File: src/rtl/core/xed_pkg.sv
// Shared types, character codes and UTF-8 helpers for the XML entity decoder.
// No dependencies.
`timescale 1ns / 1ps

package xed_pkg;

   localparam int XED_QUEUE_DEPTH = 4;

   localparam logic [7:0] CH_AMP   = 8'h26;
   localparam logic [7:0] CH_SEMI  = 8'h3B;
   localparam logic [7:0] CH_HASH  = 8'h23;
   localparam logic [7:0] CH_X_LO  = 8'h78;
   localparam logic [7:0] CH_X_UP  = 8'h58;
   localparam logic [7:0] CH_LT    = 8'h3C;
   localparam logic [7:0] CH_GT    = 8'h3E;
   localparam logic [7:0] CH_QUOT  = 8'h22;
   localparam logic [7:0] CH_APOS  = 8'h27;

   localparam logic [31:0] NAME_AMP  = 32'h0061_6D70;
   localparam logic [31:0] NAME_LT   = 32'h0000_6C74;
   localparam logic [31:0] NAME_GT   = 32'h0000_6774;
   localparam logic [31:0] NAME_QUOT = 32'h7175_6F74;
   localparam logic [31:0] NAME_APOS = 32'h6170_6F73;

   localparam logic [20:0] CP_MAX      = 21'h10FFFF;
   localparam logic [20:0] CP_SURR_LO  = 21'h00D800;
   localparam logic [20:0] CP_SURR_HI  = 21'h00DFFF;
   localparam logic [20:0] CP_ONE_MAX  = 21'h00007F;
   localparam logic [20:0] CP_TWO_MAX  = 21'h0007FF;
   localparam logic [20:0] CP_THREE_MAX = 21'h00FFFF;

   localparam logic [7:0] UTF_LEAD2 = 8'hC0;
   localparam logic [7:0] UTF_LEAD3 = 8'hE0;
   localparam logic [7:0] UTF_LEAD4 = 8'hF0;
   localparam logic [7:0] UTF_CONT  = 8'h80;
   localparam logic [5:0] UTF_MASK  = 6'h3F;

   typedef enum logic [2:0] {
      PH_PLAIN,
      PH_NAME,
      PH_HASH,
      PH_DEC,
      PH_HEX,
      PH_FAIL
   } phase_type;

   typedef enum logic [1:0] {
      JOB_RAW,
      JOB_CODE,
      JOB_ERROR
   } job_kind_type;

   typedef struct packed {
      job_kind_type kind;
      logic [20:0]  value;
      logic         last;
   } job_type;

   // Number of UTF-8 bytes minus one for a legal code point.
   function automatic logic [1:0] utf8_span(input logic [20:0] cp);
      logic [1:0] span;
      if (cp <= CP_ONE_MAX) begin
         span = 2'd0;
      end else if (cp <= CP_TWO_MAX) begin
         span = 2'd1;
      end else if (cp <= CP_THREE_MAX) begin
         span = 2'd2;
      end else begin
         span = 2'd3;
      end
      return span;
   endfunction

   function automatic logic [7:0] utf8_byte(input logic [20:0] cp, input logic [1:0] span,
                                            input logic [1:0] idx);
      logic [7:0] b;
      b = cp[7:0];
      case (span)
         2'd0: b = cp[7:0];
         2'd1: begin
            case (idx)
               2'd0:    b = UTF_LEAD2 | {3'b000, cp[10:6]};
               default: b = UTF_CONT | {2'b00, cp[5:0] & UTF_MASK};
            endcase
         end
         2'd2: begin
            case (idx)
               2'd0:    b = UTF_LEAD3 | {4'b0000, cp[15:12]};
               2'd1:    b = UTF_CONT | {2'b00, cp[11:6]};
               default: b = UTF_CONT | {2'b00, cp[5:0]};
            endcase
         end
         default: begin
            case (idx)
               2'd0:    b = UTF_LEAD4 | {5'b00000, cp[20:18]};
               2'd1:    b = UTF_CONT | {2'b00, cp[17:12]};
               2'd2:    b = UTF_CONT | {2'b00, cp[11:6]};
               default: b = UTF_CONT | {2'b00, cp[5:0]};
            endcase
         end
      endcase
      return b;
   endfunction

endpackage

File: src/rtl/core/xed_front.sv
// Front end: entity/reference parser, one byte per cycle while the job queue is not full, emits decode jobs.
// Depends on xed_pkg.
`timescale 1ns / 1ps

module xed_front (
   input  logic             clock,
   input  logic             reset,
   input  logic             accept,
   input  logic [7:0]       in_byte,
   input  logic             is_last,
   output logic             push_valid,
   output xed_pkg::job_type push_job
);
   import xed_pkg::*;

   phase_type   phase_ff,   phase_in;
   logic [31:0] name_ff,    name_in;
   logic [2:0]  len_ff,     len_in;
   logic [20:0] code_ff,    code_in;
   logic        ovf_ff,     ovf_in;
   logic        digit_ff,   digit_in;

   logic        is_hex_digit;
   logic        dig_ok;
   logic [3:0]  dig_val;
   logic [24:0] acc_next;
   logic        named_ok;
   logic [7:0]  named_char;

   always_comb begin
      is_hex_digit = (phase_ff == PH_HEX);
      dig_ok  = 1'b0;
      dig_val = 4'd0;
      if (in_byte inside {[8'h30:8'h39]}) begin
         dig_ok  = 1'b1;
         dig_val = in_byte[3:0];
      end else if (is_hex_digit && (in_byte inside {[8'h61:8'h66], [8'h41:8'h46]})) begin
         dig_ok  = 1'b1;
         dig_val = in_byte[3:0] + 4'd9;
      end
      if (is_hex_digit) begin
         acc_next = {code_ff, 4'b0000} | {21'd0, dig_val};
      end else begin
         acc_next = {1'b0, code_ff, 3'b000} + {3'b000, code_ff, 1'b0} + {21'd0, dig_val};
      end
   end

   always_comb begin
      named_ok   = 1'b1;
      named_char = CH_AMP;
      if (len_ff == 3'd3 && name_ff == NAME_AMP) begin
         named_char = CH_AMP;
      end else if (len_ff == 3'd2 && name_ff == NAME_LT) begin
         named_char = CH_LT;
      end else if (len_ff == 3'd2 && name_ff == NAME_GT) begin
         named_char = CH_GT;
      end else if (len_ff == 3'd4 && name_ff == NAME_QUOT) begin
         named_char = CH_QUOT;
      end else if (len_ff == 3'd4 && name_ff == NAME_APOS) begin
         named_char = CH_APOS;
      end else begin
         named_ok = 1'b0;
      end
   end

   always_comb begin
      phase_in   = phase_ff;
      name_in    = name_ff;
      len_in     = len_ff;
      code_in    = code_ff;
      ovf_in     = ovf_ff;
      digit_in   = digit_ff;
      push_valid = 1'b0;
      push_job   = '{kind: JOB_RAW, value: {13'd0, in_byte}, last: 1'b0};

      if (accept) begin
         case (phase_ff)
            PH_FAIL: begin
            end
            PH_NAME: begin
               if (in_byte == CH_SEMI) begin
                  if (named_ok) begin
                     push_valid     = 1'b1;
                     push_job.value = {13'd0, named_char};
                     phase_in       = PH_PLAIN;
                     name_in        = '0;
                     len_in         = '0;
                  end else begin
                     phase_in = PH_FAIL;
                  end
               end else if (in_byte == CH_HASH && len_ff == 3'd0) begin
                  phase_in = PH_HASH;
               end else if (len_ff >= 3'd4) begin
                  phase_in = PH_FAIL;
               end else begin
                  name_in = {name_ff[23:0], in_byte};
                  len_in  = len_ff + 3'd1;
               end
            end
            PH_HASH: begin
               if (in_byte == CH_X_LO || in_byte == CH_X_UP) begin
                  phase_in = PH_HEX;
               end else if (dig_ok) begin
                  digit_in = 1'b1;
                  code_in  = acc_next[20:0];
                  phase_in = PH_DEC;
               end else begin
                  phase_in = PH_FAIL;
               end
            end
            PH_DEC, PH_HEX: begin
               if (in_byte == CH_SEMI) begin
                  if (!digit_ff || ovf_ff || code_ff == 21'd0 ||
                      (code_ff >= CP_SURR_LO && code_ff <= CP_SURR_HI)) begin
                     phase_in = PH_FAIL;
                  end else begin
                     push_valid    = 1'b1;
                     push_job.kind = JOB_CODE;
                     push_job.value = code_ff;
                     phase_in      = PH_PLAIN;
                     code_in       = '0;
                     ovf_in        = 1'b0;
                     digit_in      = 1'b0;
                  end
               end else if (dig_ok) begin
                  digit_in = 1'b1;
                  if (ovf_ff || acc_next > {4'd0, CP_MAX}) begin
                     ovf_in = 1'b1;
                  end else begin
                     code_in = acc_next[20:0];
                  end
               end else begin
                  phase_in = PH_FAIL;
               end
            end
            default: begin
               if (in_byte == CH_AMP) begin
                  phase_in = PH_NAME;
                  name_in  = '0;
                  len_in   = '0;
                  code_in  = '0;
                  ovf_in   = 1'b0;
                  digit_in = 1'b0;
               end else begin
                  push_valid = 1'b1;
               end
            end
         endcase

         if (is_last) begin
            if (phase_in != PH_PLAIN) begin
               push_valid = 1'b1;
               push_job   = '{kind: JOB_ERROR, value: 21'd0, last: 1'b1};
            end else begin
               push_job.last = 1'b1;
            end
            phase_in = PH_PLAIN;
            name_in  = '0;
            len_in   = '0;
            code_in  = '0;
            ovf_in   = 1'b0;
            digit_in = 1'b0;
         end
      end
   end

   always_ff @(posedge clock) begin
      if (reset) begin
         phase_ff <= PH_PLAIN;
         name_ff  <= '0;
         len_ff   <= '0;
         code_ff  <= '0;
         ovf_ff   <= 1'b0;
         digit_ff <= 1'b0;
      end else begin
         phase_ff <= phase_in;
         name_ff  <= name_in;
         len_ff   <= len_in;
         code_ff  <= code_in;
         ovf_ff   <= ovf_in;
         digit_ff <= digit_in;
      end
   end

endmodule

File: src/rtl/core/xed_queue.sv
// Job queue between parser front end and UTF-8 back end.
// Depends on xed_pkg.
`timescale 1ns / 1ps

module xed_queue #(
   parameter int QUEUE_DEPTH = xed_pkg::XED_QUEUE_DEPTH
) (
   input  logic             clock,
   input  logic             reset,
   input  logic             push,
   input  xed_pkg::job_type push_job,
   output logic             full,
   input  logic             pop,
   output logic             head_valid,
   output xed_pkg::job_type head_job
);
   import xed_pkg::*;

   localparam int PTR_W = $clog2(QUEUE_DEPTH);
   localparam int CNT_W = $clog2(QUEUE_DEPTH + 1);

   job_type             mem_ff [QUEUE_DEPTH];
   logic [PTR_W-1:0]    wr_ptr_ff, wr_ptr_in;
   logic [PTR_W-1:0]    rd_ptr_ff, rd_ptr_in;
   logic [CNT_W-1:0]    count_ff,  count_in;
   logic                do_push, do_pop;

   assign full       = (count_ff == CNT_W'(QUEUE_DEPTH));
   assign head_valid = (count_ff != '0);
   assign head_job   = mem_ff[rd_ptr_ff];

   always_comb begin
      do_push   = push && !full;
      do_pop    = pop && head_valid;
      wr_ptr_in = wr_ptr_ff;
      rd_ptr_in = rd_ptr_ff;
      count_in  = count_ff;
      if (do_push) begin
         wr_ptr_in = (wr_ptr_ff == PTR_W'(QUEUE_DEPTH - 1)) ? '0 : wr_ptr_ff + PTR_W'(1);
      end
      if (do_pop) begin
         rd_ptr_in = (rd_ptr_ff == PTR_W'(QUEUE_DEPTH - 1)) ? '0 : rd_ptr_ff + PTR_W'(1);
      end
      if (do_push && !do_pop) begin
         count_in = count_ff + CNT_W'(1);
      end else if (do_pop && !do_push) begin
         count_in = count_ff - CNT_W'(1);
      end
   end

   always_ff @(posedge clock) begin
      if (do_push) begin
         mem_ff[wr_ptr_ff] <= push_job;
      end
   end

   always_ff @(posedge clock) begin
      if (reset) begin
         wr_ptr_ff <= '0;
         rd_ptr_ff <= '0;
         count_ff  <= '0;
      end else begin
         wr_ptr_ff <= wr_ptr_in;
         rd_ptr_ff <= rd_ptr_in;
         count_ff  <= count_in;
      end
   end

endmodule

File: src/rtl/core/xed_back.sv
// Back end: expands queued jobs into result bytes, UTF-8 for code points,
// through an output register. Depends on xed_pkg.
`timescale 1ns / 1ps

module xed_back (
   input  logic             clock,
   input  logic             reset,
   input  logic             head_valid,
   input  xed_pkg::job_type head_job,
   output logic             pop,
   output logic             rsp_valid,
   input  logic             rsp_stall,
   output logic [7:0]       rsp_out_byte,
   output logic             rsp_byte_valid,
   output logic             rsp_decode_error,
   output logic             rsp_run_last
);
   import xed_pkg::*;

   logic [1:0] idx_ff, idx_in;
   logic       valid_ff, valid_in;
   logic [7:0] byte_ff, byte_in;
   logic       bval_ff, bval_in;
   logic       err_ff,  err_in;
   logic       last_ff, last_in;

   logic [1:0] span;
   logic       final_byte;
   logic       load;

   always_comb begin
      span = 2'd0;
      if (head_job.kind == JOB_CODE) begin
         span = utf8_span(head_job.value);
      end
      final_byte = (idx_ff == span);
      load       = head_valid && (!valid_ff || !rsp_stall);
      pop        = load && final_byte;

      idx_in   = idx_ff;
      valid_in = valid_ff && rsp_stall;
      byte_in  = byte_ff;
      bval_in  = bval_ff;
      err_in   = err_ff;
      last_in  = last_ff;

      if (load) begin
         valid_in = 1'b1;
         idx_in   = final_byte ? 2'd0 : idx_ff + 2'd1;
         last_in  = head_job.last && final_byte;
         case (head_job.kind)
            JOB_ERROR: begin
               byte_in = 8'd0;
               bval_in = 1'b0;
               err_in  = 1'b1;
            end
            JOB_CODE: begin
               byte_in = utf8_byte(head_job.value, span, idx_ff);
               bval_in = 1'b1;
               err_in  = 1'b0;
            end
            default: begin
               byte_in = head_job.value[7:0];
               bval_in = 1'b1;
               err_in  = 1'b0;
            end
         endcase
      end
   end

   always_ff @(posedge clock) begin
      byte_ff <= byte_in;
      bval_ff <= bval_in;
      err_ff  <= err_in;
      last_ff <= last_in;
   end

   always_ff @(posedge clock) begin
      if (reset) begin
         idx_ff   <= '0;
         valid_ff <= 1'b0;
      end else begin
         idx_ff   <= idx_in;
         valid_ff <= valid_in;
      end
   end

   assign rsp_valid        = valid_ff;
   assign rsp_out_byte     = byte_ff;
   assign rsp_byte_valid   = bval_ff;
   assign rsp_decode_error = err_ff;
   assign rsp_run_last     = last_ff;

endmodule

File: src/rtl/core/xml_entity_decoder_utf8_core.sv
// Top level of the XML entity decoder with UTF-8 output.
// Depends on xed_pkg, xed_front, xed_queue, xed_back.
//
//   channel | ports                                        | direction
//   req     | req_valid, req_stall, req_in_byte, req_is_last | in (stall out)
//   rsp     | rsp_valid, rsp_stall, rsp_out_byte,          | out (stall in)
//           | rsp_byte_valid, rsp_decode_error, rsp_run_last |
//
// One input byte per cycle while req_stall is low; the parser writes at most one
// job per byte into the job queue. A numeric reference expands to 1 to 4 result
// bytes, one per cycle from the back end while rsp_stall is low; its job stays
// at the queue head until its final byte is loaded. req_stall is high while the
// job queue is full. A byte's first result passes the job queue and the output
// register. Reset is synchronous and clears parser state, queue and output valid.
`timescale 1ns / 1ps

module xml_entity_decoder_utf8_core #(
   parameter int QUEUE_DEPTH = xed_pkg::XED_QUEUE_DEPTH
) (
   input  logic       clock,
   input  logic       reset,
   input  logic       req_valid,
   output logic       req_stall,
   input  logic [7:0] req_in_byte,
   input  logic       req_is_last,
   output logic       rsp_valid,
   input  logic       rsp_stall,
   output logic [7:0] rsp_out_byte,
   output logic       rsp_byte_valid,
   output logic       rsp_decode_error,
   output logic       rsp_run_last
);
   import xed_pkg::*;

   logic    accept;
   logic    push_valid;
   job_type push_job;
   logic    full;
   logic    pop;
   logic    head_valid;
   job_type head_job;

   assign req_stall = full;
   assign accept    = req_valid && !full;

   xed_front u_front (
      .clock      (clock),
      .reset      (reset),
      .accept     (accept),
      .in_byte    (req_in_byte),
      .is_last    (req_is_last),
      .push_valid (push_valid),
      .push_job   (push_job)
   );

   xed_queue #(
      .QUEUE_DEPTH (QUEUE_DEPTH)
   ) u_queue (
      .clock      (clock),
      .reset      (reset),
      .push       (push_valid),
      .push_job   (push_job),
      .full       (full),
      .pop        (pop),
      .head_valid (head_valid),
      .head_job   (head_job)
   );

   xed_back u_back (
      .clock            (clock),
      .reset            (reset),
      .head_valid       (head_valid),
      .head_job         (head_job),
      .pop              (pop),
      .rsp_valid        (rsp_valid),
      .rsp_stall        (rsp_stall),
      .rsp_out_byte     (rsp_out_byte),
      .rsp_byte_valid   (rsp_byte_valid),
      .rsp_decode_error (rsp_decode_error),
      .rsp_run_last     (rsp_run_last)
   );

endmodule
File: config.mk
export PLATFORM = sky130hd
export DESIGN_NAME = xml_entity_decoder_utf8_core
export DESIGN_NICKNAME = d
export VERILOG_FILES = /design/src/rtl/core/xed_pkg.sv /design/src/rtl/core/xed_front.sv /design/src/rtl/core/xed_queue.sv /design/src/rtl/core/xed_back.sv /design/src/rtl/core/xml_entity_decoder_utf8_core.sv
export SDC_FILE = /design/constraint.sdc
export NUM_CORES = 1
export LEC_CHECK = 0
export BUFFER_PORTS_ARGS = -buffer_cell sky130_fd_sc_hd__buf_2
export CAP_MARGIN = 10
export CORE_MARGIN = 8
export CORE_UTILIZATION = 66
export DETAILED_ROUTE_END_ITERATION = 8
export GPL_TIMING_DRIVEN = 0
export PLACE_DENSITY = 0.83
export SYNTH_ARGS = -nofsm -noshare
export SYNTH_HDL_FRONTEND = slang
export SYNTH_SLANG_ARGS = --single-unit
File: constraint.sdc
create_clock -name clock -period 11.06 [get_ports clock]
set_clock_uncertainty 0.2 [all_clocks]
set_input_delay 2.212 -clock clock [delete_from_list [all_inputs] [get_ports clock]]
set_output_delay 2.212 -clock clock [all_outputs]
set_load 0.02 [all_outputs]
==> results of run 1 <==
==> sequential cells by signal, summed over array words and instances (netlist names), 2 cells and up, named ones only <==
signal and flops:
u_queue.count_ff 3, u_queue.mem_ff 96, u_queue.rd_ptr_ff 2, u_front.code_ff 21, u_back.idx_ff 2, u_front.name_ff 32, u_queue.wr_ptr_ff 2, u_front.phase_ff 3
u_front.len_ff 3, u_back.rsp_out_byte 8
==> power by group through the flow <==
stage	registers, mW	logic [mW]	clock network (mW)
detailed placement	0.835	0.593	0
finish	0.820	0.609	0.620
global route	0.827	0.659	0.649
floorplan	0.856	0.406	0
CTS	0.821	0.605	0.620
global placement	0.831	0.570	0
==> critical path: stages <==
cell,delay [ps]
buf_2,110
clkbuf_1,240
inv_1,160
ha_1,180
or4b_1,430
a31oi_1,380
a21oi_1,130
nor2_1,220
fa_1,480
ha_1,320
a211o_1,290
a21oi_2,230
a211oi_1,180
or3_1,390
o211ai_1,190
a211oi_1,140
o311a_1,420
o21ai_1,410
buf_2,330
o32ai_1,130
==> layout make-up <==
class,instances,area share
Buffer,60,0.0219
Clock buffer,17,0.0363
Clock inverter,15,0.0156
Inverter,44,0.0141
Multi-Input combinational cell,764,0.472
Sequential cell,180,0.399
Tap cell,216,0.0231
Timing Repair Buffer,29,0.0176
==> layer usage <==
metal,global-route usage,vias to the layer above
met4,0.107,0
met2,0.451,468
met3,0.0621,95
li1,-,4095
met5,0,-
met1,0.351,4315
==> cell usage in the layout (no fill, tap or decap), drive strengths merged, types with 44 or more instances in the layout <==
cell type / synthesis / final
dfxtp: 73 / 73
clkbuf: 46 / 63
a21oi: 98 / 98
inv: 44 / 55
o21ai: 44 / 44
ha: 66 / 66
nor2: 65 / 65
nand3: 55 / 55
nand2: 82 / 82
edfxtp: 107 / 107
==> cells by family after synthesis <==
family | Yosys count | share of synthesized area
AOI/OAI and AO/OA | 287 | 0.181
and+or+nand+nor | 351 | 0.174
DFF | 180 | 0.440
buffers and inverters | 104 | 0.0397
xor gates and xnor gates | 19 | 0.0164
muxes | 38 | 0.0650
adders and majority gates | 69 | 0.0834
==> how the worst max path moves through the flow <==
stage	cells past startpoint	to	from	slack (ps)
after floorplan	18	u_front.code_ff[5]	req_in_byte[0]	4220
after global placement	20	u_front.code_ff[8]	req_in_byte[0]	3280
after detailed placement	20	u_front.code_ff[1]	req_in_byte[0]	3230
after CTS	20	u_front.code_ff[1]	req_in_byte[0]	3690
after global routing	20	u_front.code_ff[8]	req_in_byte[0]	3380
final	20	u_front.code_ff[1]	req_in_byte[0]	3600
==> impl_results.md, run 1 <==
* Clock network power share at 0.302
* Worst endpoint data arrival time at 7570 ps
* I/O pin total at 26
* Number of cells produced by synthesis at 1048
* Kind of start point of the critical path: input pin
* Worst path setup slack after routing at 3600 ps
* Switching pwr at 699 uW
* Post-synth ARST share at 0
* Worst R2R Setup Slack at 5320 ps
* Mean number of vias per cell at between 6 and 7
* Largest net degree at the start of global routing at 22
* Measured slew at the worst slew-check pin at about 840 ps
* Internal portion of total power at 1.35 mW
* Final setup violation count at 0
* LEAKAGE at ~4.2 nW
* Worst Hold Slack at ~250 ps
* Clock Root Buffer: clkbuf_16
* Initial detailed-routing violation count at 1030
* Critical R2R Capture: u_front.code_ff[1]
* Clock sink count at 180
* WL met2 at 12.9 mm
* Overflow left after global routing at 0
* Clock Pin Slew Worst Setup and Hold Paths at 70 ps
* Post-CTS setup buffers at 0
* Final Hold Violating Endpoints at 0
* Register cell area after layout at 4670 um2
* Top fanout value on the critical path at 10
* Detailed placement HPWL at 19.8 mm
* Fraction of final layout cells with drive strength greater than 1 at 0.114
* Deepest clock path buffer count at 2
* WHS Endpoint: u_front.name_ff[25]
* Worst r2r src: u_front.phase_ff[1]
* Post-synth EDFFs at ~110
* Area leader, netlist: edfxtp_1
* Antenna violations before repair at 0
* Area growth from synthesis to layout at 10.3%
* Placed Instances at 1292
* Hold buffer count at CTS at 0
* VDD IR max at ~0.12 mV
* Vias in the first global route at 8481
* Area of the mapped netlist at 10600 um2
* Path category of the worst min-delay check: reg -> reg
* Total of fill cells in the finished design at ~1100
* Top cells by area, synth: edfxtp_1 30%, dfxtp_1 14%, ha_1 7.8%
* Origin of the worst min-delay path: u_front.name_ff[25]
* Outcome: finished clean
* Highest signal layer in the routed design: met4
* Distinct cell type count of the synthesized netlist at 86
* Sequential cell area fraction in the yosys report at 0.440
* PortBufs at 24
* Pwr dens at 175 nW/um2
* Number of buffers inserted during clock tree synthesis at 17
* Antenna Cells at 0
* Data required time at the worst endpoint at about 11000 ps
* Post-synth top cells: 107 x edfxtp_1, 93 x a21oi_1, 81 x nand2_1, 73 x dfxtp_1, 66 x ha_1
* Most common flop cell mapped by yosys: edfxtp_1
* Slew Limit Headroom at 0.433
* Total of max-cap violations at 0
* Count of placed standard cells in the final layout, fillers left out at 1325
* Post-DRT Antenna Nets at 0
* Share of the cycle needed by the critical path after routing at 0.674
* Synth Area per Inst at 10.1 um2
* Detailed Route WL at 27.3 mm
* Worst setup path category: in -> reg
* Kind of capture point of the worst setup path: flip-flop
* Clock tree from TritonCTS: yes
* Die W at 143 um
* Gr usage total at 0.276
* Site row count at 46
* Nets at approximately 1200
* Placed Instance Area at 11100 um2
* Overall Power at 2.05 mW
* Post-placement setup slack at between 3000 and 4000 ps
* Post-Synthesis Net Count at 1130
* Aggregate negative setup slack at 0 ps
* First-pass GRT wire length at between 40 and 50 mm
* Wire length on met3 at 2.27 mm
* Height of the die at 143 um
* Power share of the combinational group at 0.297
* Total area of multi-input combinational cells at 5530 um2
* Synthesis warning total at 0
* Number of synthesized register bits at 180
* Most instantiated library cell after synthesis: edfxtp_1
* Number of remaining DRC errors at 0
* Clock period minus worst slack at 7460 ps
* Number of instances resized during post-cts repair at 0
* Clock latency reported for the late side of the worst-skew pair at 440 ps
* Die area at roughly 20000 um2
* Utilization after layout at 0.740
* Final count of pins violating max slew at 0
* Initial cell density of the core at 0.671
* Floorplan Core Area at approximately 16000 um2
* Cell count of the worst hold path at 2
* First-pass iteration count of the detailed router at 5
* Net switching fraction of the power at 0.341
* Weighted congestion at the end of routability-driven global placement at 0.994
* Achievable clock frequency at 0.134 GHz
* Path depth of the worst reg2reg path at 17
* Proportion of power drawn by flip-flops and latches at 0.400
* Fraction of synthesized cell area taken by the top area cell type at 0.303
* Routed len/inst at 20.6 um
* Wire length on met1 at 11.2 mm
* Area of all placed cells without fillers at 11700 um2
* RSZ-0062 raised after global routing: no
* Vias at 8973
* H-tree levels at 4
(Power assumes the default switching activity.)
==> run 2, diff against run 1 <==
CORE_UTILIZATION = 63   (was 66)
PLACE_DENSITY = 0.79   (was 0.83)
clock period = 7.11 ns   (was 11.06 ns; I/O delays follow)
==> run 2 against run 1 <==
Compared with the run above:
- count of clock-buffer cells in the layout rose by 2
- sequential share of layout area rose by 0.051 points
- flip-flop and latch count did not move
- critical endpoint is now u_front.code_ff[19]
- cell count rose by 0.23%
- final area fell by 0.13%
- sequential power rose by 55%
- utilization fell by 3.2 points
- combinational power rose by 55%
==> impl_results.md, run 2 (synthesis gave the netlist of run 1 again) <==
* Clock period minus worst slack at between 6000 and 7000 ps
* First-pass GRT wire length at 43.4 mm (-1.4%)
* Die area at 21300 um2 (+4.2%)
* Number of flip-flops in the largest register at 96 (unchanged)
* Final Hold Violating Endpoints at 0 (unchanged)
* Antenna Cells at 0 (unchanged)
* Worst path setup slack after routing at 410 ps (-3190 ps)
* Height of the die at 146 um (+2.1%)
* Worst setup path category: in -> reg
* Most common cell after layout, fill and taps aside: edfxtp_1
* Kind of start point of the critical path: input pin
* Worst endpoint data arrival time at 6800 ps (-770 ps)
* Initial detailed-routing violation count at 887 (-14%)
* Post-DRT Antenna Nets at 0 (unchanged)
* Deepest clock path buffer count at 2 (unchanged)
* Measured slew at the worst slew-check pin at 1270 ps (+429 ps)
* Pwr dens at 271 nW/um2 (+55%)
* Largest net degree at the start of global routing at 18 (-18%)
* Top fanout value on the critical path at 10 (unchanged)
* Kind of capture point of the worst setup path: flip-flop
* Area of all placed cells without fillers at 11700 um2 (-0.13%)
* Path category of the worst min-delay check: reg -> reg
* Detailed Route WL at 27.1 mm (-0.92%)
* Post-CTS setup buffers at 0 (unchanged)
* Worst Hold Slack at 256 ps (+3.13 ps)
* Data required time at the worst endpoint at 7210 ps (-3960 ps)
* Count of placed standard cells in the final layout, fillers left out at 1328 (+0.23%)
* Routed len/inst at 20.4 um (-1.1%)
* Clock tree from TritonCTS: yes
* Final setup violation count at 0 (unchanged)
* Hold buffer count at CTS at 0 (unchanged)
* Overflow left after global routing at 0 (unchanged)
* Clock Root Buffer: clkbuf_16
* Aggregate negative setup slack at 0 ps (unchanged)
* Number of instances resized during post-cts repair at 0 (unchanged)
* RSZ-0062 raised after global routing: no
* Clock latency reported for the late side of the worst-skew pair at 440 ps (about the same)
* Final count of pins violating max slew at 0 (unchanged)
* Most used cells in the layout excluding fill and tap cells: 107 x edfxtp_1, 93 x a21oi_1, 81 x nand2_1, 73 x dfxtp_1, 66 x ha_1
* Total of max-cap violations at 0 (unchanged)
* Vias at 8769 (-2.3%)
* Achievable clock frequency at 0.149 GHz
* Area growth from synthesis to layout at 10.2%
* Antenna violations before repair at 0 (unchanged)
* Total of fill cells in the finished design at 1277 (+14%)
* Number of buffers inserted during clock tree synthesis at 17 (unchanged)
* Outcome: finished clean
* Clock Pin Slew Worst Setup and Hold Paths at 70 ps (about the same)
* Nets at 1177 (-0.085%)
* Die W at 146 um (+2.1%)
* Worst R2R Setup Slack at 1310 ps (-4010 ps)
* Site row count at 47 (+2.2%)
* I/O pin total at 26 (unchanged)
* Mean number of vias per cell at 6.60 (-2.5%)
* Share of the cycle needed by the critical path after routing at 0.942
* Fraction of final layout cells with drive strength greater than 1 at 0.111 (-0.00261)
* PortBufs at 24 (unchanged)
* Clock sink count at 180 (unchanged)
* Weighted congestion at the end of routability-driven global placement at 0.969 (-2.5%)
* VDD IR max at 0.205 mV (+69%)
* Detailed placement HPWL at 20.0 mm (+1.1%)
* Slew Limit Headroom at 0.145 (-0.287)
* Most flops, register: u_queue.mem_ff
* Number of remaining DRC errors at 0 (unchanged)
* Post-placement setup slack at 36.7 ps (-3200 ps)
* Placed Instance Area at 11100 um2 (about the same)
* Placed Instances at 1296 (+0.31%)
* LEAKAGE at 4.22 nW (-0.43%)
* H-tree levels at 4 (unchanged)
* First-pass iteration count of the detailed router at 5 (unchanged)
* Vias in the first global route at 8371 (-1.3%)
* Floorplan Core Area at 16500 um2 (+4.4%)
* Initial cell density of the core at 0.643 (-0.0283)
* Gr usage total at 0.253 (-0.0229)
* Leading registers by flop count: u_queue.mem_ff (96), u_front.name_ff (32), u_front.code_ff (21)
==> run 2: cell types whose count changed in the layout (fill, tap and decap cells not counted) <==
cell,change
clkinv_8,-2
bufinv_16,+2
inv_8,-4
clkinv_2,+1
clkbuf_1,+2
buf_8,+1
buf_2,-1
inv_12,-3
buf_6,-1
inv_6,+5
clkinv_4,-1
==> run 2: worst paths after layout <==
| path | from | end | depth (start not counted) |
|---|---|---|---|
| worst max-delay path | req_in_byte[0] | u_front.code_ff[19] | 20 |
| worst min-delay path | u_front.name_ff[25] | u_front.name_ff[25] | 2 |
| worst min register to register | u_front.name_ff[25] | u_front.name_ff[25] | 2 |
| worst max register to register | u_front.phase_ff[1] | u_front.code_ff[19] | 17 |
==> run 2: metal layers <==
metal	vias up	global-route usage	wire, um
met5	-	0	0
met3	55	0.0507	2210
met4	0	0.0921	612
li1	4088	-	-
met2	423	0.417	13000
met1	4203	0.324	11200
==> run 2: where the power goes <==
group	switching, mW	internal, mW
clock network	0.422	0.530
logic	0.563	0.383
registers	0.0399	1.23
==> run 2: cell type report <==
type	count	area, um2	share of cell area
Clock inverter	13	156	0.0134
Inverter	44	165	0.0141
Clock buffer	19	433	0.0370
Sequential cell	180	4670	0.400
Multi-Input combinational cell	764	5530	0.473
Buffer	60	256	0.0219
Timing Repair Buffer	28	205	0.0175
Tap cell	220	275	0.0235
==> run 2: critical path, stage by stage <==
cell	delay, ps
buf_2	110
clkbuf_1	250
inv_1	160
ha_1	170
or4b_1	430
a31oi_1	390
a21oi_1	110
nor2_1	210
fa_1	470
ha_1	320
a211o_1	290
a21oi_2	230
a211oi_1	190
or3_1	380
o211ai_1	170
a211oi_1	140
o311a_1	430
o21ai_1	430
buf_2	340
o32ai_1	130
==> run 2: through the flow <==
step | utilization | total power [mW]
2_1_floorplan | - | 1.97
3_3_place_gp | 0.667 | 2.19
3_5_place_dp | 0.672 | 2.22
4_1_cts | 0.708 | 3.17
5_1_grt | 0.708 | 3.30
6_report | 0.708 | 3.17
